===== src/hdl/asa_pkg.sv =====
package asa_pkg;

   // channel count and derived widths
   localparam int CHANNELS = 8;
   localparam int CH_W = (CHANNELS > 1) ? $clog2(CHANNELS) : 1;
   localparam int IDX_W = (CH_W > 3) ? CH_W : 3;

   // reset value of the step counter reload register
   localparam logic [7:0] FILTER_STEPS_RESET = 8'd8;

   // configuration register indexes
   localparam logic [1:0] CSR_FILTER_ENABLE = 2'd0;
   localparam logic [1:0] CSR_FILTER_STEPS = 2'd1;

   // input actions
   localparam logic ACT_SAMPLE = 1'b0;
   localparam logic ACT_READ = 1'b1;

   typedef struct packed {
      logic        action;
      logic [15:0] sample;
      logic [2:0]  read_index;
   } req_type;

   typedef struct packed {
      logic [2:0]  select_channel;
      logic        store_valid;
      logic [2:0]  store_channel;
      logic [15:0] store_value;
      logic [15:0] read_data;
   } rsp_type;

   typedef struct packed {
      logic       filter_enable;
      logic [7:0] filter_steps;
   } cfg_type;

   // scan step outcome handed from the filter to the table logic
   typedef struct packed {
      logic [CH_W-1:0] select;
      logic            valid;
      logic [CH_W-1:0] channel;
      logic [15:0]     value;
   } store_type;

endpackage


===== src/hdl/asa_ram.sv =====
module asa_ram #(
   parameter int WIDTH = 16,
   parameter int DEPTH = 8
) (
   input  logic                                      clock,
   input  logic                                      wr_en,
   input  logic [((DEPTH > 1) ? $clog2(DEPTH) : 1)-1:0] wr_addr,
   input  logic [WIDTH-1:0]                          wr_data,
   input  logic                                      rd_en,
   input  logic [((DEPTH > 1) ? $clog2(DEPTH) : 1)-1:0] rd_addr,
   output logic [WIDTH-1:0]                          rd_data
);

   logic [WIDTH-1:0] mem_ff [DEPTH];
   logic [WIDTH-1:0] rd_data_ff;

   // single write port, registered read port
   always_ff @(posedge clock) begin
      if (wr_en) begin
         mem_ff[wr_addr] <= wr_data;
      end
      if (rd_en) begin
         rd_data_ff <= mem_ff[rd_addr];
      end
   end

   assign rd_data = rd_data_ff;

endmodule


===== src/hdl/asa_filter.sv =====
module asa_filter (
   input  logic               clock,
   input  logic               reset,
   input  asa_pkg::cfg_type   cfg,
   input  logic               step_en,
   input  logic [15:0]        sample,
   output asa_pkg::store_type store
);
   import asa_pkg::*;

   logic [CH_W-1:0] cur_ff, cur_in;
   logic [7:0]      step_ff, step_in;
   logic [15:0]     run_ff, run_in;
   logic [CH_W-1:0] cur_next, cur_prev;
   logic [15:0]     run_new;

   // round-robin neighbors of the current channel
   assign cur_next = (cur_ff == CH_W'(CHANNELS - 1)) ? '0 : cur_ff + CH_W'(1);
   assign cur_prev = (cur_ff == '0) ? CH_W'(CHANNELS - 1) : cur_ff - CH_W'(1);

   // halving average seeded by the sample, each half rounded down
   assign run_new = (step_ff == cfg.filter_steps) ? sample
                  : 16'({1'b0, sample[15:1]} + {1'b0, run_ff[15:1]});

   // next state and store decision for one conversion transaction
   always_comb begin
      cur_in = cur_ff;
      step_in = step_ff;
      run_in = run_ff;
      store.valid = 1'b0;
      store.channel = '0;
      store.value = '0;
      if (step_en) begin
         if (!cfg.filter_enable) begin
            store.valid = 1'b1;
            store.channel = cur_prev;
            store.value = sample;
            cur_in = cur_next;
         end else begin
            run_in = run_new;
            if (step_ff != 8'd0) begin
               step_in = step_ff - 8'd1;
            end else begin
               step_in = cfg.filter_steps;
               store.valid = 1'b1;
               store.channel = cur_ff;
               store.value = run_new;
               cur_in = cur_next;
            end
         end
      end
      store.select = cur_in;
   end

   always_ff @(posedge clock) begin
      if (reset) begin
         cur_ff <= '0;
         step_ff <= FILTER_STEPS_RESET;
         run_ff <= '0;
      end else begin
         cur_ff <= cur_in;
         step_ff <= step_in;
         run_ff <= run_in;
      end
   end

endmodule


===== src/hdl/adc_scan_averager.sv =====
// channel   ports                            width  role
// req       req_valid req_ready req_data     20     conversion result or table read
// rsp       rsp_valid rsp_ready rsp_data     39     next channel, store, read data
// csr       csr_valid csr_ready csr_index    2+8    filter_enable (0), filter_steps (1)
//           csr_data
//
// one transaction per cycle unless stalled; its result appears in the next cycle
// the channel table sits in a registered-read ram, so read data is registered
// req_ready drops only while a result waits and rsp_ready is low
// sync reset clears channel, running value and table valid bits, presets counter
// csr writes are taken every cycle
module adc_scan_averager (
   input  logic             clock,
   input  logic             reset,
   input  logic             req_valid,
   output logic             req_ready,
   input  asa_pkg::req_type req_data,
   output logic             rsp_valid,
   input  logic             rsp_ready,
   output asa_pkg::rsp_type rsp_data,
   input  logic             csr_valid,
   output logic             csr_ready,
   input  logic [1:0]       csr_index,
   input  logic [7:0]       csr_data
);
   import asa_pkg::*;

   cfg_type         cfg_ff, cfg_in;
   logic            req_fire;
   logic            step_en;
   logic            rd_en;
   store_type       store;
   logic [IDX_W-1:0] ridx_ext;
   logic [CH_W-1:0] rd_addr;
   logic            rd_in_range;
   logic [CHANNELS-1:0] valid_ff, valid_in;
   logic [15:0]     ram_rd_data;

   logic            out_valid_ff, out_valid_in;
   logic            out_read_ff;
   logic            out_hit_ff;
   logic [2:0]      out_sel_ff;
   logic            out_st_valid_ff;
   logic [2:0]      out_st_ch_ff;
   logic [15:0]     out_st_val_ff;

   // handshakes
   assign csr_ready = 1'b1;
   assign req_ready = !out_valid_ff || rsp_ready;
   assign req_fire = req_valid && req_ready;
   assign step_en = req_fire && (req_data.action == ACT_SAMPLE);
   assign rd_en = req_fire && (req_data.action == ACT_READ);

   // configuration registers
   always_comb begin
      cfg_in = cfg_ff;
      if (csr_valid) begin
         unique case (csr_index)
            CSR_FILTER_ENABLE: cfg_in.filter_enable = csr_data[0];
            CSR_FILTER_STEPS:  cfg_in.filter_steps = csr_data;
            default: ;
         endcase
      end
   end

   always_ff @(posedge clock) begin
      if (reset) begin
         cfg_ff.filter_enable <= 1'b1;
         cfg_ff.filter_steps <= FILTER_STEPS_RESET;
      end else begin
         cfg_ff <= cfg_in;
      end
   end

   asa_filter u_filter (
      .clock   (clock),
      .reset   (reset),
      .cfg     (cfg_ff),
      .step_en (step_en),
      .sample  (req_data.sample),
      .store   (store)
   );

   // table read address
   assign ridx_ext = IDX_W'(req_data.read_index);
   assign rd_addr = ridx_ext[CH_W-1:0];
   assign rd_in_range = 32'(req_data.read_index) < CHANNELS;

   asa_ram #(
      .WIDTH (16),
      .DEPTH (CHANNELS)
   ) u_table (
      .clock   (clock),
      .wr_en   (store.valid),
      .wr_addr (store.channel),
      .wr_data (store.value),
      .rd_en   (rd_en),
      .rd_addr (rd_addr),
      .rd_data (ram_rd_data)
   );

   // per-entry written flags, unwritten entries read as zero
   always_comb begin
      valid_in = valid_ff;
      if (store.valid) begin
         valid_in[store.channel] = 1'b1;
      end
   end

   // output slot
   always_comb begin
      out_valid_in = out_valid_ff;
      if (req_fire) begin
         out_valid_in = 1'b1;
      end else if (rsp_ready) begin
         out_valid_in = 1'b0;
      end
   end

   always_ff @(posedge clock) begin
      if (reset) begin
         valid_ff <= '0;
         out_valid_ff <= 1'b0;
      end else begin
         valid_ff <= valid_in;
         out_valid_ff <= out_valid_in;
      end
   end

   always_ff @(posedge clock) begin
      if (req_fire) begin
         out_read_ff <= (req_data.action == ACT_READ);
         out_hit_ff <= rd_in_range && valid_ff[rd_addr];
         out_sel_ff <= 3'(store.select);
         out_st_valid_ff <= store.valid;
         out_st_ch_ff <= 3'(store.channel);
         out_st_val_ff <= store.value;
      end
   end

   assign rsp_valid = out_valid_ff;
   assign rsp_data.select_channel = out_sel_ff;
   assign rsp_data.store_valid = out_st_valid_ff;
   assign rsp_data.store_channel = out_st_ch_ff;
   assign rsp_data.store_value = out_st_val_ff;
   assign rsp_data.read_data = (out_read_ff && out_hit_ff) ? ram_rd_data : 16'd0;

   // table is never written and read in the same cycle
   assert property (@(posedge clock) disable iff (reset) !(store.valid && rd_en))
      else $error("table write and read in one cycle");

   // every accepted transaction shows up as a result in the next cycle
   assert property (@(posedge clock) disable iff (reset) req_fire |=> rsp_valid)
      else $error("accepted transaction lost");

   // a read transaction never reports a store
   assert property (@(posedge clock) disable iff (reset)
      rsp_valid && out_read_ff |-> !rsp_data.store_valid)
      else $error("store reported on a read");

   // input stalls only behind a waiting result
   assert property (@(posedge clock) disable iff (reset)
      !req_ready |-> rsp_valid && !rsp_ready)
      else $error("input stalled without cause");

endmodule

===== config.mk =====
export PLATFORM = sky130hd
export DESIGN_NAME = adc_scan_averager
export DESIGN_NICKNAME = d
export VERILOG_FILES = /design/src/hdl/asa_pkg.sv /design/src/hdl/asa_ram.sv /design/src/hdl/asa_filter.sv /design/src/hdl/adc_scan_averager.sv
export SDC_FILE = /design/constraint.sdc
export NUM_CORES = 1
export LEC_CHECK = 0
export BUFFER_PORTS_ARGS = -buffer_cell sky130_fd_sc_hd__buf_2
export CAP_MARGIN = 40
export CORE_ASPECT_RATIO = 0.6
export CORE_UTILIZATION = 40
export CTS_BUF_LIST = sky130_fd_sc_hd__clkbuf_4 sky130_fd_sc_hd__clkbuf_8 sky130_fd_sc_hd__clkbuf_16
export DETAILED_ROUTE_END_ITERATION = 12
export PLACE_DENSITY = 0.63
export SETUP_SLACK_MARGIN = 0.05
export SKIP_LAST_GASP = 1
export SLEW_MARGIN = 5
export SYNTH_ARGS = -nofsm -noshare
export SYNTH_HDL_FRONTEND = slang
export SYNTH_HIERARCHICAL = 1
export SYNTH_SLANG_ARGS = --single-unit

===== constraint.sdc =====
create_clock -name clock -period 4.9 [get_ports clock]
set_clock_uncertainty 0.2 [all_clocks]
set_input_delay 1.225 -clock clock [delete_from_list [all_inputs] [get_ports clock]]
set_output_delay 1.225 -clock clock [all_outputs]
set_load 0.02 [all_outputs]

==> results.md <==
- Grt total ovfl: 0
- Die span in y: 121.5 um
- Total wire length: approximately 22000 um
- H-tree levels: 1
- Reg-to-Reg Start: u_filter/step_ff[3]
- Arr. time, crit path: 3.77 ns
- Post-synth top flop: edfxtp_1
- Clock share of power: 38.9%
- Maximum clock rate: 263.7 MHz
- Clock buffer depth: 3
- CTS sink count: between 200 and 250
- Logic gate share of total power: 11.4%
- # hold bufs at CTS: 0
- Number of synthesized flops with an enable pin: 169
- Power per Cell Area: 368.0 nW/um^2
- Critical path class: primary input to flop
- Wire length on met3: ~1400 um
- Routed WL per cell: 20.49 um
- Sequential cell area fraction in the yosys report: 62.56%
- Placeable Area: roughly 23000 sq um
- GRT Overall Usage: 18.21%
- Final hold slack: about 0.27 ns
- Via-per-instance ratio: 5.534
- Net Switching: around 0.00098 W
- Syn Nets: between 700 and 800
- CP Launch Point: req_data[4]
- Final setup fails: 0
- CP endpoint kind: flop
- DP Wirelength: 15090 um
- Worst Max-Slew Pin Slew: between 0.9 and 1 ns
- Top Ports: between 70 and 80
- Die area: 24440 sq um
- Yosys reg bits: between 200 and 250
- Filler Cells Inserted: 2026
- Post-layout min period: 3.792 ns
- Die width: 201.2 um
- Sw frac: 24.11%
- CTS buffer count: 21
- Nets: 806
- CP max FO: 9
- Leakage: roughly 4.2 nW
- Post-synthesis cell type count: 61
- Layout area overhead: 15.51%
- YS warnings: 6
- End of the worst register-to-register path: u_table/mem_ff[4][6]
- Final GP Congestion: 0.8823
- Uppermost routed layer: met4
- Rows: 43
- # diodes: 0
- Max-Cap Viols: 0
- Outcome: complete, no violations
- Most instantiated cells after synthesis: edfxtp_1 (169), nor2_1 (57), dfxtp_1 (44)
- Worst R2R Setup Slack: 1.66 ns
- CTS tree: built
- Final core utilization: 47.31%
- Pin count of the biggest net entering global routing: 38
- Layout cell share with drive strength beyond 1: 22.38%
- Syn avg cell area: 14.42 sq um
- Max-slew violation count: 0
- Clock latency on the worst-skew pair: 0.49 ns
- Mapped cell area: 9520 sq um
- Post-synth top area cell: edfxtp_1
- Antenna violations before repair: 0
- Initial drt markers: 396
- Worst vdd ir: 204.8 uV
- Crit start category: primary input
- Root buffer cell: clkbuf_16
- Yosys top cell area share: 53.31%
- FF-to-FF path depth: 8
- Reg power frac: 49.7%
- # resized after CTS: 0
- Post-Syn Instances: 660
- Setup_tns: 0 ns
- Post-synth ARST share: 0%
- Metal1 wirelength: 11240 um
- Most common cell in the netlist: edfxtp_1
- Final Hold Vio Count: 0
- Drc violations: 0
- Metal2 WL: 9199 um
- Final worst setup slack: 1.108 ns
- Worst-path clk slew: 0.06 ns
- Setup Buffers After CTS: 0
- Post-Place Setup Slack: 0.6873 ns
- First-pass GRT wire length: roughly 34000 um
- Internal Power: 0.003071 W
- RSZ-0062 raised after global routing: no
- Initial core utilization: 40.96%
- Total number of vias: ~6000
- Final Cycle Share: 77.39%
- Worst hold path class: flop to flop
- Vias in the first global route: 5704
- Worst Setup EP: u_table/mem_ff[7][14]
- Detailed Routing Iterations Pass 1: 5
- Post-DRT Antenna Nets: 0
- Worst rel slew slack: 37.74%
- Area contributors post-synth: edfxtp_1 (53%), dfxtp_1 (9.3%), mux4_1 (8.3%)
- Port bufs: 75
- Hold_sp: valid_ff[1]
- CP required: 4.87 ns
## per-stage QoR
| step | area [sq um] | instances | power [W] |
|---|---|---|---|
| 2_1_floorplan | 9525 | 660 | 0.002367 |
| 3_3_place_gp | 10290 | 1038 | 0.002494 |
| 3_5_place_dp | 10320 | 1041 | 0.002504 |
| 4_1_cts | 10990 | 1078 | 0.004079 |
| 5_1_grt | 11000 | 1079 | 0.004199 |
| 6_report | 11000 | 1079 | 0.004047 |
## critical path, stage by stage
cell      delay (ns)
buf_2           0.12
ha_1            0.24
fa_1            0.44
a211oi_1        0.31
o21a_1          0.24
o32ai_1         0.12
a21oi_1         0.21
xor2_1          0.11
o31ai_1         0.74
## kinds of logic (layout without fill, tap and decap cells)
kind of cell	Yosys count	count (layout)	share of synthesized area, %
other	1	1	0.03939
buffers and inverters	45	149	2.247
adder cells (fa/ha/maj)	21	21	2.839
flip-flops	213	213	62.56
multiplexers	74	74	13.79
AO/OA/AOI/OAI	114	114	7.728
XOR/XNOR	19	19	1.748
AND/OR/NAND/NOR	173	173	9.055
## cell usage in the layout (no fill, tap or decap), types with 18 or more instances in the layout
| master | instances |
|---|---|
| o21ai_0 | 20 |
| a21oi_1 | 34 |
| buf_2 | 76 |
| mux4_1 | 30 |
| mux2_2 | 19 |
| dfxtp_1 | 44 |
| and3_1 | 18 |
| mux2i_1 | 19 |
| clkbuf_16 | 21 |
| ha_1 | 20 |
| buf_4 | 23 |
| nor2_1 | 57 |
| nand2_1 | 35 |
| edfxtp_1 | 169 |
## metal layers
layer	global-route usage [%]	vias up
met4	3.172	0
met5	0	-
met2	26.73	195
met3	3.088	23
met1	28.49	3001
li1	-	2752
## final cells by class
| type | instances | area (sq um) | share of cell area, % |
|---|---|---|---|
| clock buffer | 29 | 598.1 | 5.439 |
| clock inverter | 8 | 70.07 | 0.6372 |
| inverter | 12 | 45.04 | 0.4096 |
| multi-input combinational | 402 | 3361 | 30.56 |
| sequential | 213 | 5956 | 54.16 |
| tap | 315 | 394.1 | 3.584 |
| timing repair buffer | 100 | 573.1 | 5.211 |
## sequential cells by signal, summed over array words and instances (netlist names)
name	count
out_hit_ff	1
u_table/mem_ff	128
out_st_val_ff	16
valid_ff	8
rsp_valid	1
cfg_ff	9
out_sel_ff	3
u_filter/run_ff	15
out_st_ch_ff	3
u_filter/step_ff	8
out_read_ff	1
out_st_valid_ff	1
u_filter/cur_ff	3
u_table/rd_data	16
## power groups by stage
stage          Combinational, W  Sequential [W]  Clock [W]
2_1_floorplan          0.000316         0.00205          0
3_3_place_gp           0.000447         0.00205          0
3_5_place_dp           0.000456         0.00205          0
4_1_cts                0.000458         0.00201    0.00161
5_1_grt                0.000503         0.00201    0.00168
6_report               0.000463         0.00201    0.00157
## worst min-delay path by stage
stage,endpoint,cells past startpoint
after floorplan,valid_ff[1],2
after global placement,valid_ff[5],2
after detailed placement,valid_ff[1],2
after CTS,valid_ff[1],2
after global routing,valid_ff[3],2
final,valid_ff[1],2
Note: power is estimated with default switching activity, not from simulation.
